**src/rtl/hbd_pkg.sv**
```systemverilog
// Shared constants for the HTTP body dechunker: character codes, decode modes, CSR indexes.
package hbd_pkg;

   localparam int unsigned CSR_INDEX_BITS = 4;

   localparam logic [CSR_INDEX_BITS-1:0] CSR_DECODE_MODE    = 4'd0;
   localparam logic [CSR_INDEX_BITS-1:0] CSR_CONTENT_LENGTH = 4'd1;

   localparam logic [1:0] MODE_RAW     = 2'd0;
   localparam logic [1:0] MODE_LENGTH  = 2'd1;
   localparam logic [1:0] MODE_CHUNKED = 2'd2;

   localparam logic [7:0] CH_TAB     = 8'd9;
   localparam logic [7:0] CH_LF      = 8'd10;
   localparam logic [7:0] CH_CR      = 8'd13;
   localparam logic [7:0] CH_SPACE   = 8'd32;
   localparam logic [7:0] CH_PLUS    = 8'd43;
   localparam logic [7:0] CH_MINUS   = 8'd45;
   localparam logic [7:0] CH_0       = 8'd48;
   localparam logic [7:0] CH_9       = 8'd57;
   localparam logic [7:0] CH_UPPER_A = 8'd65;
   localparam logic [7:0] CH_UPPER_F = 8'd70;
   localparam logic [7:0] CH_UPPER_X = 8'd88;
   localparam logic [7:0] CH_LOWER_A = 8'd97;
   localparam logic [7:0] CH_LOWER_F = 8'd102;
   localparam logic [7:0] CH_LOWER_X = 8'd120;

   localparam logic [7:0] HEX_ALPHA_BASE = 8'd10;

endpackage

```
**src/rtl/http_body_dechunker_top.sv**
```systemverilog
// HTTP body dechunker top level: raw, content-length and chunked body decoding.
//
// Usage:
//   The request channel (req_valid/req_ready) carries one response body byte per
//   request, with req_in_last marking the final byte of the response. The
//   response channel (rsp_valid/rsp_ready) returns exactly one result per
//   request: rsp_out_valid says whether the byte belongs to the decoded body,
//   rsp_out_byte carries it (zero when dropped) and rsp_out_end echoes in_last.
//   The csr_ port writes decode_mode (index 0) and content_length (index 1);
//   write only while no request is in flight.
// Timing:
//   One request per cycle while the receiver keeps up; each result is registered
//   and appears in the cycle after its request is accepted. All parsing is done
//   by the single-byte decode logic between the request and the result register.
// Reset and stall:
//   Reset (synchronous, active high) clears the parser, the byte counter, the
//   CSRs and the result valid flag; the result payload is not reset. When the
//   receiver stalls, the result is held and req_ready drops until the result is
//   taken; a request is still taken in the same cycle the waiting result leaves.
module http_body_dechunker_top #(
   parameter int unsigned LENGTH_BITS = 32
) (
   input  logic                              clock,
   input  logic                              reset,
   input  logic                              req_valid,
   output logic                              req_ready,
   input  logic [7:0]                        req_in_byte,
   input  logic                              req_in_last,
   output logic                              rsp_valid,
   input  logic                              rsp_ready,
   output logic [7:0]                        rsp_out_byte,
   output logic                              rsp_out_valid,
   output logic                              rsp_out_end,
   input  logic                              csr_wr_en,
   input  logic [hbd_pkg::CSR_INDEX_BITS-1:0] csr_index,
   input  logic [31:0]                       csr_wdata
);
   import hbd_pkg::*;

   typedef enum logic [3:0] {
      PH_LEAD   = 4'd0,
      PH_SIGN   = 4'd1,
      PH_ZERO   = 4'd2,
      PH_PREFIX = 4'd3,
      PH_DIGITS = 4'd4,
      PH_REST   = 4'd5,
      PH_DATA   = 4'd6,
      PH_AFTER  = 4'd7,
      PH_AFTCR  = 4'd8,
      PH_STOP   = 4'd9
   } phase_type;

   typedef struct packed {
      phase_type              phase;
      logic [LENGTH_BITS-1:0] accum;
      logic                   negative;
   } line_state_type;

   typedef struct packed {
      line_state_type ls;
      logic           cr;
      logic           done;
   } line_byte_type;

   // ---------------------------------------------------------------------
   // Character classes for the size line
   // ---------------------------------------------------------------------
   function automatic logic is_space(logic [7:0] c);
      return (c == CH_SPACE) || ((c >= CH_TAB) && (c <= CH_CR));
   endfunction

   function automatic logic is_hex(logic [7:0] c);
      return ((c >= CH_0) && (c <= CH_9)) ||
             ((c >= CH_LOWER_A) && (c <= CH_LOWER_F)) ||
             ((c >= CH_UPPER_A) && (c <= CH_UPPER_F));
   endfunction

   function automatic logic [3:0] hex_digit(logic [7:0] c);
      logic [7:0] v;
      if ((c >= CH_0) && (c <= CH_9)) begin
         v = c - CH_0;
      end else if ((c >= CH_LOWER_A) && (c <= CH_LOWER_F)) begin
         v = c - CH_LOWER_A + HEX_ALPHA_BASE;
      end else begin
         v = c - CH_UPPER_A + HEX_ALPHA_BASE;
      end
      return v[3:0];
   endfunction

   // Shift one hex digit in, saturating at all ones.
   function automatic logic [LENGTH_BITS-1:0] accumulate(logic [LENGTH_BITS-1:0] acc,
                                                         logic [3:0] d);
      if (|acc[LENGTH_BITS-1:LENGTH_BITS-4]) begin
         return '1;
      end
      return {acc[LENGTH_BITS-5:0], d};
   endfunction

   // First character of the number proper (after whitespace or a sign).
   function automatic line_state_type digit_start(line_state_type s, logic [7:0] c);
      line_state_type r;
      r = s;
      if (c == CH_0) begin
         r.phase = PH_ZERO;
      end else if (is_hex(c)) begin
         r.accum = {{(LENGTH_BITS-4){1'b0}}, hex_digit(c)};
         r.phase = PH_DIGITS;
      end else begin
         r.phase = PH_REST;
      end
      return r;
   endfunction

   // One size-line character, CRLF already separated out.
   function automatic line_state_type line_char(line_state_type s, logic [7:0] c);
      line_state_type r;
      r = s;
      unique case (s.phase)
         PH_LEAD: begin
            if (is_space(c)) begin
               r = s;
            end else if ((c == CH_PLUS) || (c == CH_MINUS)) begin
               r.negative = (c == CH_MINUS);
               r.phase    = PH_SIGN;
            end else begin
               r = digit_start(s, c);
            end
         end
         PH_SIGN: r = digit_start(s, c);
         PH_ZERO: begin
            if ((c == CH_LOWER_X) || (c == CH_UPPER_X)) begin
               r.phase = PH_PREFIX;
            end else if (is_hex(c)) begin
               r.accum = accumulate(s.accum, hex_digit(c));
               r.phase = PH_DIGITS;
            end else begin
               r.phase = PH_REST;
            end
         end
         PH_PREFIX, PH_DIGITS: begin
            if (is_hex(c)) begin
               r.accum = accumulate(s.accum, hex_digit(c));
               r.phase = PH_DIGITS;
            end else begin
               r.phase = PH_REST;
            end
         end
         default: r = s;
      endcase
      return r;
   endfunction

   // One raw size-line byte: a pending CR either closes the line with LF or
   // is replayed as an ordinary character before this one.
   function automatic line_byte_type line_byte(line_state_type s, logic cr,
                                               logic [7:0] c);
      line_byte_type r;
      r.ls   = s;
      r.cr   = 1'b0;
      r.done = 1'b0;
      if (cr && (c == CH_LF)) begin
         r.done = 1'b1;
      end else begin
         if (cr) begin
            r.ls = line_char(r.ls, CH_CR);
         end
         r.cr = (c == CH_CR);
         if (!r.cr) begin
            r.ls = line_char(r.ls, c);
         end
      end
      return r;
   endfunction

   // ---------------------------------------------------------------------
   // CSRs and decoder state
   // ---------------------------------------------------------------------
   logic [1:0]             decode_mode_ff;
   logic [31:0]            content_length_ff;

   phase_type              phase_ff,         phase_in;
   logic [LENGTH_BITS-1:0] chunk_left_ff,    chunk_left_in;
   logic [LENGTH_BITS-1:0] size_accum_ff,    size_accum_in;
   logic                   size_negative_ff, size_negative_in;
   logic                   cr_seen_ff,       cr_seen_in;
   logic [31:0]            bytes_passed_ff,  bytes_passed_in;

   logic                   rsp_valid_ff;
   logic [7:0]             rsp_out_byte_ff,  rsp_out_byte_in;
   logic                   rsp_out_valid_ff, rsp_out_valid_in;
   logic                   rsp_out_end_ff;

   logic                   req_accept;
   logic                   pass;
   line_state_type         cur_line;
   line_byte_type          lb;
   logic [LENGTH_BITS-1:0] chunk_dec;

   // Take a new request whenever the result register is empty or draining.
   assign req_ready  = !rsp_valid_ff || rsp_ready;
   assign req_accept = req_valid && req_ready;

   assign cur_line.phase    = phase_ff;
   assign cur_line.accum    = size_accum_ff;
   assign cur_line.negative = size_negative_ff;

   assign chunk_dec = (chunk_left_ff != '0) ? (chunk_left_ff - 1'b1) : chunk_left_ff;

   always_comb begin
      phase_in         = phase_ff;
      chunk_left_in    = chunk_left_ff;
      size_accum_in    = size_accum_ff;
      size_negative_in = size_negative_ff;
      cr_seen_in       = cr_seen_ff;
      bytes_passed_in  = bytes_passed_ff;
      pass             = 1'b0;
      lb.ls            = cur_line;
      lb.cr            = cr_seen_ff;
      lb.done          = 1'b0;

      unique case (decode_mode_ff)
         MODE_LENGTH: begin
            if (bytes_passed_ff < content_length_ff) begin
               pass            = 1'b1;
               bytes_passed_in = bytes_passed_ff + 32'd1;
            end
         end
         MODE_CHUNKED: begin
            unique case (phase_ff)
               PH_STOP: pass = 1'b0;
               PH_DATA: begin
                  pass          = 1'b1;
                  chunk_left_in = chunk_dec;
                  if (chunk_dec == '0) begin
                     phase_in = PH_AFTER;
                  end
               end
               PH_AFTER: begin
                  if (req_in_byte == CH_CR) begin
                     phase_in = PH_AFTCR;
                  end else begin
                     lb = line_byte('{phase: PH_LEAD, accum: size_accum_ff,
                                      negative: size_negative_ff},
                                    cr_seen_ff, req_in_byte);
                  end
               end
               PH_AFTCR: begin
                  // Drop the LF of the trailing CRLF; anything else opens a line.
                  if (req_in_byte == CH_LF) begin
                     phase_in = PH_LEAD;
                  end else begin
                     lb = line_byte('{phase: PH_LEAD, accum: size_accum_ff,
                                      negative: size_negative_ff},
                                    cr_seen_ff, req_in_byte);
                  end
               end
               default: lb = line_byte(cur_line, cr_seen_ff, req_in_byte);
            endcase

            if ((phase_ff != PH_STOP) && (phase_ff != PH_DATA) &&
                !((phase_ff == PH_AFTER) && (req_in_byte == CH_CR)) &&
                !((phase_ff == PH_AFTCR) && (req_in_byte == CH_LF))) begin
               if (lb.done) begin
                  // Close the size line: start a chunk or stop for good.
                  if (lb.ls.negative || (lb.ls.accum == '0)) begin
                     phase_in = PH_STOP;
                  end else begin
                     chunk_left_in = lb.ls.accum;
                     phase_in      = PH_DATA;
                  end
                  size_accum_in    = '0;
                  size_negative_in = 1'b0;
                  cr_seen_in       = 1'b0;
               end else begin
                  phase_in         = lb.ls.phase;
                  size_accum_in    = lb.ls.accum;
                  size_negative_in = lb.ls.negative;
                  cr_seen_in       = lb.cr;
               end
            end
         end
         default: pass = 1'b1;
      endcase

      // Return to the reset state after the final byte of a response.
      if (req_in_last) begin
         phase_in         = PH_LEAD;
         chunk_left_in    = '0;
         size_accum_in    = '0;
         size_negative_in = 1'b0;
         cr_seen_in       = 1'b0;
         bytes_passed_in  = '0;
      end

      rsp_out_valid_in = pass;
      rsp_out_byte_in  = pass ? req_in_byte : 8'd0;
   end

   always_ff @(posedge clock) begin
      if (reset) begin
         decode_mode_ff    <= MODE_RAW;
         content_length_ff <= '0;
         phase_ff          <= PH_LEAD;
         chunk_left_ff     <= '0;
         size_accum_ff     <= '0;
         size_negative_ff  <= 1'b0;
         cr_seen_ff        <= 1'b0;
         bytes_passed_ff   <= '0;
         rsp_valid_ff      <= 1'b0;
      end else begin
         if (csr_wr_en) begin
            if (csr_index == CSR_DECODE_MODE) begin
               decode_mode_ff <= csr_wdata[1:0];
            end else if (csr_index == CSR_CONTENT_LENGTH) begin
               content_length_ff <= csr_wdata;
            end
         end
         if (req_accept) begin
            phase_ff         <= phase_in;
            chunk_left_ff    <= chunk_left_in;
            size_accum_ff    <= size_accum_in;
            size_negative_ff <= size_negative_in;
            cr_seen_ff       <= cr_seen_in;
            bytes_passed_ff  <= bytes_passed_in;
            rsp_valid_ff     <= 1'b1;
         end else if (rsp_ready) begin
            rsp_valid_ff <= 1'b0;
         end
      end
   end

   // Result payload: load on accept, hold otherwise.
   always_ff @(posedge clock) begin
      if (req_accept) begin
         rsp_out_byte_ff  <= rsp_out_byte_in;
         rsp_out_valid_ff <= rsp_out_valid_in;
         rsp_out_end_ff   <= req_in_last;
      end
   end

   assign rsp_valid     = rsp_valid_ff;
   assign rsp_out_byte  = rsp_out_byte_ff;
   assign rsp_out_valid = rsp_out_valid_ff;
   assign rsp_out_end   = rsp_out_end_ff;

   // ---------------------------------------------------------------------
   // Assertions
   // ---------------------------------------------------------------------
   a_dropped_byte_zero: assert property (@(posedge clock) disable iff (reset)
      rsp_valid_ff && !rsp_out_valid_ff |-> rsp_out_byte_ff == 8'd0)
      else $error("dropped byte carries nonzero data");

   a_last_clears: assert property (@(posedge clock) disable iff (reset)
      req_accept && req_in_last |=> phase_ff == PH_LEAD && bytes_passed_ff == 32'd0 &&
                                    size_accum_ff == '0 && !cr_seen_ff)
      else $error("state not cleared after final byte");

   a_stop_drops: assert property (@(posedge clock) disable iff (reset)
      req_accept && decode_mode_ff == MODE_CHUNKED && phase_ff == PH_STOP
      |=> !rsp_out_valid_ff)
      else $error("byte passed after chunked stream stopped");

   a_cr_only_in_line: assert property (@(posedge clock) disable iff (reset)
      cr_seen_ff |-> (phase_ff == PH_LEAD || phase_ff == PH_SIGN || phase_ff == PH_ZERO ||
                      phase_ff == PH_PREFIX || phase_ff == PH_DIGITS || phase_ff == PH_REST))
      else $error("pending CR outside a size line");

   a_accept_fills: assert property (@(posedge clock) disable iff (reset)
      req_accept |=> rsp_valid_ff && rsp_out_end_ff == $past(req_in_last))
      else $error("accepted request did not produce a result");

endmodule

```
**config.mk**
```make
export PLATFORM = sky130hd
export DESIGN_NAME = http_body_dechunker_top
export DESIGN_NICKNAME = d
export VERILOG_FILES = /design/src/rtl/hbd_pkg.sv /design/src/rtl/http_body_dechunker_top.sv
export SDC_FILE = /design/constraint.sdc
export NUM_CORES = 1
export LEC_CHECK = 0
export BUFFER_PORTS_ARGS = -buffer_cell sky130_fd_sc_hd__buf_2
export CAP_MARGIN = 0
export CELL_PAD_IN_SITES_DETAIL_PLACEMENT = 0
export CELL_PAD_IN_SITES_GLOBAL_PLACEMENT = 1
export CORE_ASPECT_RATIO = 0.6
export CORE_MARGIN = 1
export CORE_UTILIZATION = 35
export DETAILED_ROUTE_END_ITERATION = 10
export GPL_ROUTABILITY_DRIVEN = 1
export PLACE_DENSITY = 0.67
export SLEW_MARGIN = 20
export SYNTH_ARGS = -nofsm -noshare
export SYNTH_HDL_FRONTEND = slang
export SYNTH_SLANG_ARGS = --single-unit
```
**constraint.sdc**
```tcl
create_clock -name clock -period 12.25 [get_ports clock]
set_clock_uncertainty 0.15 [all_clocks]
set_input_delay 3.675 -clock clock [delete_from_list [all_inputs] [get_ports clock]]
set_output_delay 3.675 -clock clock [all_outputs]
set_load 0.02 [all_outputs]
```
==> flow_metrics.tcl, run 1 <==
set metrics [dict create \
    status "finished, final reports clean" \
    synth-simple-area-share_pct 26.74 \
    numPortBuffers 61 \
    drv_slew 0 \
    io_pins 62 \
    cts.htree.levels 4 \
    syn-instance-count 1291 \
    num_rows 46 \
    finalCritPeriodShare_pct 67.57 \
    drc 0 \
    area_delta_synth_final_pct 12.66 \
    start_kind "input pin" \
    vias_per_cell 5.890 \
    synthMuxAreaShare_pct 1.208 \
    rrSetupSlack_ns 6.99 \
    clock_sinks 147 \
    first_iter_violations 1043 \
    path_clk_slew_ns 0.07 \
    cp_slowest_cell "nor4_1" \
    grt-ovfl-total 0 \
    pwr-share-comb_pct 8.3 \
    cts-root-buf "clkbuf_16" \
    internal-power_mw 0.8532 \
    post_cts_resized 0 \
    final_cells 1679 \
    n_antenna_cell 0 \
    insertion_delay_ns 0.45 \
    antenna_found_initial 0 \
    hold_buffers 0 \
    hold_class "flop to flop" \
    final_common_cell "nand2_1" \
    switching_share_pct 26.50 \
    drive_gt1_share_pct 10.61 \
    die_area_mm2 0.02821 \
    syn_area_mm2 0.009633 \
    crit_chain "buf_2 -> inv_1 -> ha_1 -> and2_1 -> o211ai_1 -> and2_1 -> nand3_1 -> a2bb2oi_1 -> nand4_1 -> nor4_1 -> o211ai_1 -> nand2b_1 -> nand2_1 -> o31ai_1" \
    nets 1397 \
    worstSetupPathType "input pin to flop" \
    worstHoldPathCells 2 \
    core_area_mm2 0.02671 \
    drv_cap 0 \
    pwr-share-clk_pct 49.3 \
    cts_buffers 17 \
    cts_buffer_depth 2 \
    tns_ns 0 \
    synth-compound-area-share_pct 28.33 \
    grt_pass1_vias 8479 \
    synth_cell_type_count 84 \
    finalWirelength_um 33280 \
    cts_setup_buffers 0 \
    min_to "content_length_ff[4]" \
    yosys_warnings 0 \
    grt_use_total_pct 23.67 \
    dp_hpwl_um 24250 \
    synth_top_family_by_area "compound AO/OA/AOI/OAI gates" \
    start_util_pct 36.07 \
    endpoint_kind "flop" \
    hold_path_startpoint "content_length_ff[4]" \
    yosys_most_used_dff "dfxtp_1" \
    p_leak_nw 3.913 \
    critical-path-top-delay-family "simple AND/OR/NAND/NOR gates" \
    mostFrequentLayoutCells "158 x nand2_1, 137 x dfxtp_1, 126 x a21oi_1" \
    gp_congestion 0.9096 \
    critical_path_depth 14 \
    cts_tree "yes" \
    final_hold_viol_count 0 \
    dieHeight_um 130.5 \
    drt_first_pass_iters 6 \
    ys_ff_latch 147 \
    vdd_ir_drop_max_mv 0.07284 \
    slowest_delay_ns 0.81 \
    cp.required_ns 12.45 \
    grt_max_degree 59 \
    p_per_area_mw_per_mm2 107.0 \
    synthAdderAreaFrac_pct 5.325 \
    worst_pin_slew_ns 1.200 \
    pwr-share-seq_pct 42.4 \
    dp_slack_ns 3.824 \
    synth-seq-area-share_pct 31.59 \
    synthXorXnorAreaFrac_pct 1.182 \
    fin_crit_ns 8.278 \
    p_switching_mw 0.3076 \
    postSynthAreaPerCell_um2 7.462 \
    synth_edf_count 10 \
    fin_ws_ns 3.972 \
    grt_pass1_wl_um 51450 \
    post_drt_wl_per_cell_um 19.82 \
    setup_viol 0 \
    dp_cells 1646 \
    vias 9890 \
    timing.rr.start "phase_ff[1]" \
    syn_nets 1382 \
    arrival_ns 8.48 \
    fmaxAchievable_mhz 120.8 \
    max_slew_margin_pct 17.95 \
    async_flop_share_pct 0 \
    timing.rr.end "chunk_left_ff[0]" \
    path_max_fanout 14 \
    worstRegToRegCells 11 \
    grt_setup_unrepaired "false" \
    die_w_um 216.2 \
    drtAntennaViolNets 0 \
    crit_buf_inv 2 \
]
==> cells by family (layout without fill, tap and decap cells) <==
group | after synthesis | in the layout
xor gates and xnor gates | 13 | 13
and+or+nand+nor | 519 | 519
DFF | 147 | 147
muxes | 11 | 11
AOI/OAI and AO/OA | 422 | 422
adders and majority gates | 41 | 41
buffers and inverters | 138 | 166
==> power by group through the flow <==
stage | Clock (mW) | Sequential, mW | Combinational, mW
floorplan | 0 | 0.503 | 0.0576
global placement | 0 | 0.503 | 0.0936
detailed placement | 0 | 0.503 | 0.0935
CTS | 0.584 | 0.492 | 0.0939
global route | 0.602 | 0.492 | 0.105
finish | 0.572 | 0.492 | 0.0967
==> final cells by class <==
| type | count | area (um^2) |
|---|---|---|
| clock buffers | 19 | 452.9 |
| clock inverters | 13 | 171.4 |
| fillers | 2791 | 15850 |
| inverters | 55 | 206.4 |
| multi-input cells | 1006 | 6068 |
| flip-flops and latches | 147 | 3043 |
| well taps | 360 | 450.4 |
| repair buffers | 79 | 460.4 |
==> worst min-delay path: cells and delay by family, from the launching register on <==
family           cells  cell delay [ns]
flip-flops           1             0.31
AO/OA/AOI/OAI        1             0.05
AND/OR/NAND/NOR      1             0.05
==> stage by stage <==
step                      hold slack (ns)  util (%)  cell area, um^2  total power [mW]
after floorplan                    0.2863         -             9633            0.5602
after global placement             0.2937     38.20            10200            0.5964
after detailed placement           0.2978     38.20            10200            0.5963
after CTS                          0.3068     40.54            10830             1.170
after global routing               0.3208     40.64            10850             1.199
final                              0.3052     40.64            10850             1.161
==> synthesized netlist by cell type (5+ instances only) <==
| master | number | share of area [%] |
|---|---|---|
| mux2_2 | 5 | 0.58 |
| o22ai_1 | 10 | 0.65 |
| nand2b_1 | 9 | 0.58 |
| or3_1 | 27 | 1.8 |
| xor2_1 | 6 | 0.55 |
| a21oi_1 | 127 | 6.6 |
| mux2i_1 | 6 | 0.62 |
| o31ai_1 | 21 | 1.6 |
| ha_1 | 41 | 5.3 |
| a22o_1 | 5 | 0.45 |
| o211ai_1 | 7 | 0.55 |
| dfxtp_1 | 137 | 28 |
| a21o_1 | 24 | 1.9 |
| xnor2_1 | 7 | 0.64 |
| a211oi_1 | 18 | 1.4 |
| a211o_1 | 6 | 0.55 |
| inv_1 | 55 | 2.1 |
| and2_1 | 19 | 1.2 |
| a2bb2oi_1 | 15 | 1.4 |
| o2bb2ai_1 | 5 | 0.45 |
| edfxtp_1 | 10 | 3.1 |
| buf_2 | 7 | 0.36 |
| nand2_1 | 158 | 6.2 |
| and3_1 | 13 | 0.84 |
| nor2_1 | 121 | 4.7 |
| or2_2 | 6 | 0.39 |
| o21ai_1 | 18 | 0.94 |
| nand4_1 | 19 | 1.2 |
| nor4_1 | 22 | 1.4 |
| nor3_1 | 41 | 2.1 |
| buf_1 | 6 | 0.23 |
| clkbuf_1 | 68 | 2.6 |
| nor2b_1 | 9 | 0.58 |
| o221ai_1 | 8 | 0.73 |
| o21ai_0 | 72 | 3.7 |
| or4_1 | 13 | 1.0 |
| a22oi_1 | 30 | 2.3 |
| o21a_1 | 5 | 0.39 |
| a31oi_1 | 7 | 0.45 |
| nand3_1 | 31 | 1.6 |
==> how the worst max path moves through the flow <==
stage	from	to	slack (ns)
after floorplan	rsp_ready	req_ready	4.51
after global placement	req_in_byte[1]	chunk_left_ff[0]	3.92
after detailed placement	req_in_byte[1]	chunk_left_ff[0]	3.82
after CTS	req_in_byte[1]	chunk_left_ff[0]	4.27
after global routing	req_in_byte[1]	chunk_left_ff[0]	3.69
final	req_in_byte[1]	chunk_left_ff[0]	3.97
==> registers in the layout, summed over array words and instances, names as in the netlist <==
register           count
rsp_out_end            1
size_negative_ff       1
decode_mode_ff         2
rsp_out_byte           8
bytes_passed_ff       32
rsp_out_valid          1
phase_ff               4
cr_seen_ff             1
size_accum_ff         32
rsp_valid              1
content_length_ff     32
chunk_left_ff         32
==> routing by layer <==
metal	GRT usage, %	share of wire, %
met1	39.26	56
met2	28.07	35
met3	6.042	8.3
met4	6.007	1.1
met5	0	0
No activity file was read; power rests on OpenSTA's default activity.
==> run 2: changes to the inputs <==
- ABC_AREA: not set -> 1
- PLACE_DENSITY: 0.67 -> 0.69
- clock period: 12.25 -> 7.9 ns (I/O delays scaled with it)
==> run 2 against run 1 <==
  * Die area increased by 14%
  * Sequential power increased by 57%
  * Clock power increased by 62%
  * Critical endpoint is now phase_ff[1]
  * Sequential share of layout area decreased by 3.0 points
  * Via count increased by 19%
  * Synthesized cell count increased by 38%
  * Area after synthesis increased by 14%
  * Non-clock buffer count decreased by 5
  * Highest routed layer unchanged
  * Global-route usage increased by 0.28 points
  * Setup slack got worse by 2.3 ns
  * Register-to-register slack got worse by 3.8 ns
==> flow_metrics.tcl, run 2 <==
set metrics [dict create \
    grt_pass1_wl_um 59590 \
    fin_area_mm2 0.01217 \
    core_area_mm2 0.03035 \
    synth_top_area_cell "dfxtp_1" \
    first_iter_violations 1322 \
    worstRegToRegCells 20 \
    dieHeight_um 139.1 \
    drc 0 \
    yosys_most_used_dff "dfxtp_1" \
    status "finished, final reports clean" \
    arrival_ns 6.42 \
    path_clk_slew_ns 0.07 \
    worstSetupPathType "input pin to flop" \
    synth-seq-area-share_pct 27.76 \
    cts_buffer_depth 2 \
    antenna_found_initial 0 \
    start_kind "input pin" \
    insertion_delay_ns 0.45 \
    drt_first_pass_iters 5 \
    grt_max_degree 84 \
    worstHoldPathCells 2 \
    post_cts_resized 0 \
    cp_slowest_cell "nand3_2" \
    vias_per_cell 5.324 \
    setup_viol 0 \
    grt_pass1_vias 10010 \
    ys_ff_latch 147 \
    grt_use_total_pct 23.95 \
    critical-path-top-delay-family "simple AND/OR/NAND/NOR gates" \
    cts_buffers 17 \
    min_to "content_length_ff[0]" \
    yosysMostFrequentCell "nand2_1" \
    die_w_um 230.5 \
    crit_buf_inv 3 \
    finalCritPeriodShare_pct 79.42 \
    n_antenna_cell 0 \
    ys_top_cells_by_count "441 x nand2_1, 178 x nand3_1, 176 x inv_1" \
    max_slew_margin_pct 27.61 \
    p_leak_nw 5.096 \
    postSynthAreaPerCell_um2 6.158 \
    fmaxAchievable_mhz 159.4 \
    grt_setup_unrepaired "false" \
    drv_cap 0 \
    cp.required_ns 8.04 \
    mostFrequentLayoutCells "441 x nand2_1, 177 x nand3_1, 175 x inv_1" \
    io_pins 62 \
    vdd_ir_drop_max_mv 0.1600 \
    cts_setup_buffers 0 \
    clock_sinks 147 \
    nets 1881 \
    p_per_area_mw_per_mm2 163.7 \
    drive_gt1_share_pct 8.209 \
    synth_edf_count 10 \
    die_area_mm2 0.03205 \
    cts_tree "yes" \
    timing.rr.end "phase_ff[1]" \
    rrSetupSlack_ns 3.23 \
    cts.htree.levels 4 \
    finalWirelength_um 38520 \
    syn_nets 1871 \
    yosys.area.top_type_share_pct 25.02 \
    cpMostUsedCell "nand2_1" \
    path_max_fanout 36 \
    vias 11770 \
    place_area_mm2 0.01152 \
    slowest_delay_ns 0.45 \
    hold_ws_ns 0.2980 \
    grt-ovfl-total 0 \
    final_hold_viol_count 0 \
    drv_slew 0 \
    worst_pin_slew_ns 1.076 \
    syn_area_mm2 0.01096 \
    cts-root-buf "clkbuf_16" \
    tns_ns 0 \
    synth_cell_type_count 50 \
    drtAntennaViolNets 0 \
    area_delta_synth_final_pct 10.99 \
    hold_buffers 0 \
    hold_class "flop to flop" \
    hold_path_startpoint "content_length_ff[0]" \
    fin_crit_ns 6.274 \
    async_flop_share_pct 0 \
    post_drt_wl_per_cell_um 17.42 \
    timing.rr.start "phase_ff[3]" \
    num_rows 49 \
    final_common_cell "nand2_1" \
    start_util_pct 36.12 \
    endpoint_kind "flop" \
    dp_hpwl_um 28650 \
    syn-instance-count 1780 \
    yosys_warnings 0 \
    numPortBuffers 61 \
    gp_congestion 0.9462 \
    ys_top_cells_by_area "dfxtp_1 25%, nand2_1 15%, nand3_1 8.1%, a21oi_1 7.5%, o21ai_0 6.8%" \
]
[run 2: worst register-to-register path: stages, from the launching register on]
cell,delay (ns)
dfxtp_1,0.47
inv_2,0.10
nand2_1,0.09
nor2_1,0.05
inv_1,0.13
nand2_1,0.39
inv_1,0.71
buf_4,0.50
o21ai_0,0.16
inv_1,0.11
nand2_1,0.08
nand2_1,0.14
nand2_1,0.07
nor2_1,0.12
nand2_1,0.08
nor2_2,0.12
nand3_4,0.29
nand2_4,0.46
nand3_1,0.15
nand2_1,0.09
a21oi_1,0.05
[run 2: cell families (layout without fill, tap and decap cells)]
group	count (synthesis)	after routing	synth area share, %
flops	147	147	27.76
compound gates	358	358	17.45
xor+xnor	41	41	3.276
fa+ha+maj	41	41	4.680
simple gates	926	926	37.04
buf+inv	267	290	9.793
[run 2: through the flow]
| step | setup slack [ns] | util (%) | instances | total power, mW |
|---|---|---|---|---|
| CTS | 1.671 | 40.09 | 2211 | 1.999 |
| finish | 1.626 | 40.09 | 2211 | 1.992 |
| global placement | 1.246 | 37.96 | 2179 | 1.079 |
| detailed placement | 1.198 | 37.96 | 2179 | 1.079 |
| global route | 1.183 | 40.09 | 2211 | 2.072 |
| floorplan | 2.814 | - | 1780 | 0.9910 |
[run 2: worst max-delay path by stage]
stage,startpoint,to,depth (start not counted)
2_1_floorplan,rsp_ready,req_ready,2
3_3_place_gp,req_in_byte[1],phase_ff[1],24
3_5_place_dp,req_in_byte[0],phase_ff[1],25
4_1_cts,req_in_byte[0],phase_ff[1],25
5_1_grt,req_in_byte[0],phase_ff[2],25
6_report,req_in_byte[0],phase_ff[1],25
[run 2: area by class of cell]
class / count / area [um^2]
clock inverters: 11 / 173.9
inverters: 184 / 690.7
fillers: 3272 / 18180
flip-flops and latches: 147 / 3043
clock buffers: 21 / 471.7
well taps: 408 / 510.5
repair buffers: 74 / 402.9
multi-input cells: 1366 / 6874
[run 2: per-layer routing]
metal,up-vias,wire [um],part of all wire [%],global-route usage (%)
li1,5935,-,-,-
met1,5397,22240,58,41.70
met2,418,12470,32,26.06
met3,21,3548,9.2,7.155
met4,0,259,0.67,4.252
met5,-,0,0,0
[run 2: power by group]
group | internal [mW] | switching [mW]
Sequential | 0.762 | 0.00904
Clock | 0.558 | 0.365
Combinational | 0.0820 | 0.215
Total | 1.40 | 0.589
==> run 3: changes to the inputs <==
- PLACE_DENSITY: 0.69 -> 0.72
- clock period: 7.9 -> 5.74 ns (I/O delays scaled with it)
==> run 3 against run 2 <==
  * Worst hold slack gained 0.00062 ns
  * Cell area increased by 0.99%
  * First-iteration DRC count up 18%
  * Global-route usage increased by 0.58 points
  * Non-clock buffer count is 16 higher
  * Routed wire length increased by 1.3%
  * Sequential share of layout area decreased by 0.24 points
  * Cell count increased by 0.77%
  * Setup slack worse by 0.87 ns
  * Sequential power grew 37%
  * Clock-buffer cell count did not move
  * Power grew 36%
  * Largest cell class unchanged
==> flow_metrics.tcl, run 3 (synthesis gave the netlist of run 2 again) <==
set metrics [dict create \
    cp_slowest_cell "nand2_4" \
    grt-ovfl-total 0 \
    vias_per_cell 5.334 \
    cp.required_ns 5.89 \
    cts.htree.levels 4 \
    antenna_found_initial 1 \
    post_drt_wl_per_cell_um 17.51 \
    grt_max_degree 68 \
    met1_usage_pct 42.53 \
    cts_tree "yes" \
    gp_congestion 0.9304 \
    start_kind "input pin" \
    die_area_mm2 0.03205 \
    vias 11880 \
    met2_usage_pct 27.33 \
    post_cts_resized 0 \
    timing.rr.start "phase_ff[0]" \
    insertion_delay_ns 0.45 \
    use_met3_pct 6.394 \
    final_hold_viol_count 0 \
    start_util_pct 36.12 \
    path_clk_slew_ns 0.06 \
    first_iter_violations 1556 \
    cts_setup_buffers 0 \
    worstHoldPathCells 2 \
    core_area_mm2 0.03035 \
    worstRegToRegCells 21 \
    slowest_delay_ns 0.37 \
    postLayoutCoreUtil_pct 40.49 \
    endpoint_kind "flop" \
    worstSetupPathType "input pin to flop" \
    rrSetupSlack_ns 1.86 \
    mostFrequentLayoutCells "441 x nand2_1, 177 x nand3_1, 176 x inv_1" \
    setup_viol 0 \
    hold_buffers 0 \
    drive_gt1_share_pct 9.126 \
    hold_class "flop to flop" \
    cts_buffer_depth 2 \
    fmaxAchievable_mhz 200.7 \
    min_to "content_length_ff[0]" \
    cts_buffers 17 \
    drtAntennaViolNets 0 \
    dieHeight_um 139.1 \
    vdd_ir_drop_max_mv 0.2127 \
    clock_sinks 147 \
    busiest_layer "met1" \
    area_delta_synth_final_pct 12.09 \
    numPortBuffers 61 \
    final_common_cell "nand2_1" \
    die_w_um 230.5 \
    hold_path_startpoint "content_length_ff[0]" \
    io_pins 62 \
    cpMostUsedCell "nand2_1" \
    grt_pass1_wl_um 61130 \
    nets 1897 \
    max_slew_margin_pct 28.20 \
    cts-root-buf "clkbuf_16" \
    p_per_area_mw_per_mm2 220.3 \
    grt_use_total_pct 24.53 \
    crit_buf_inv 5 \
    drt_first_pass_iters 6 \
    timing.rr.end "phase_ff[1]" \
    finalWirelength_um 39010 \
    tns_ns 0 \
    drc 0 \
    finalCritPeriodShare_pct 86.79 \
    grt_setup_unrepaired "false" \
    fin_crit_ns 4.982 \
    p_leak_nw 5.177 \
    dp_hpwl_um 29210 \
    path_max_fanout 36 \
    arrival_ns 5.13 \
    grt_pass1_vias 10320 \
    worst_pin_slew_ns 1.067 \
    critical-path-top-delay-family "simple AND/OR/NAND/NOR gates" \
    status "finished, final reports clean" \
    drv_cap 0 \
    drv_slew 0 \
    num_rows 49 \
]
-- run 3: worst max path at each step --
stage	slack [ns]	cells after the start	startpoint	endpoint
2_1_floorplan	1.43	24	req_in_byte[1]	chunk_left_ff[10]
3_5_place_dp	0.34	26	req_in_byte[0]	phase_ff[1]
5_1_grt	0.41	25	req_in_byte[0]	phase_ff[1]
4_1_cts	0.80	26	req_in_byte[0]	phase_ff[1]
3_3_place_gp	0.35	25	req_in_byte[0]	phase_ff[1]
6_report	0.76	26	req_in_byte[0]	phase_ff[1]
-- run 3: metrics by stage --
stage / hold slack, ns / std cells / cell area [um^2] / worst slack [ns] / power [mW]
3_3_place_gp: 0.2904 / 2195 / 11650 / 0.3512 / 1.495
3_5_place_dp: 0.2885 / 2195 / 11650 / 0.3369 / 1.494
4_1_cts: 0.2984 / 2227 / 12280 / 0.7960 / 2.717
2_1_floorplan: 0.2737 / 1780 / 10960 / 1.426 / 1.364
6_report: 0.2986 / 2228 / 12290 / 0.7584 / 2.707
5_1_grt: 0.3116 / 2228 / 12290 / 0.4090 / 2.819
-- run 3: metal layers --
layer / wire (um) / share of wire [%]
met1: 21810 / 56
met2: 12930 / 33
met3: 3882 / 10
met4: 391 / 1.0
met5: 0 / 0
-- run 3: worst min-delay path: cells and delay by family (launching register included) --
kind	cells	cell delay, ns
flip-flops	1	0.31
AO/OA/AOI/OAI	1	0.05
buffers and inverters	1	0.05
-- run 3: cell type report --
type | count | area, um^2
Tap cell | 408 | 510.5
Timing Repair Buffer | 90 | 535.5
Sequential cell | 147 | 3043
Antenna cell | 1 | 2.502
Clock buffer | 21 | 480.5
Inverter | 184 | 690.7
Clock inverter | 11 | 147.6
Fill cell | 3309 | 18060
Multi-Input combinational cell | 1366 | 6877
-- run 3: where the power goes --
part,leakage [nW],internal [mW],switching (mW)
clock network,0.310,0.732,0.494
logic,3.67,0.121,0.299
registers,1.20,1.05,0.0122
total,5.18,1.90,0.805
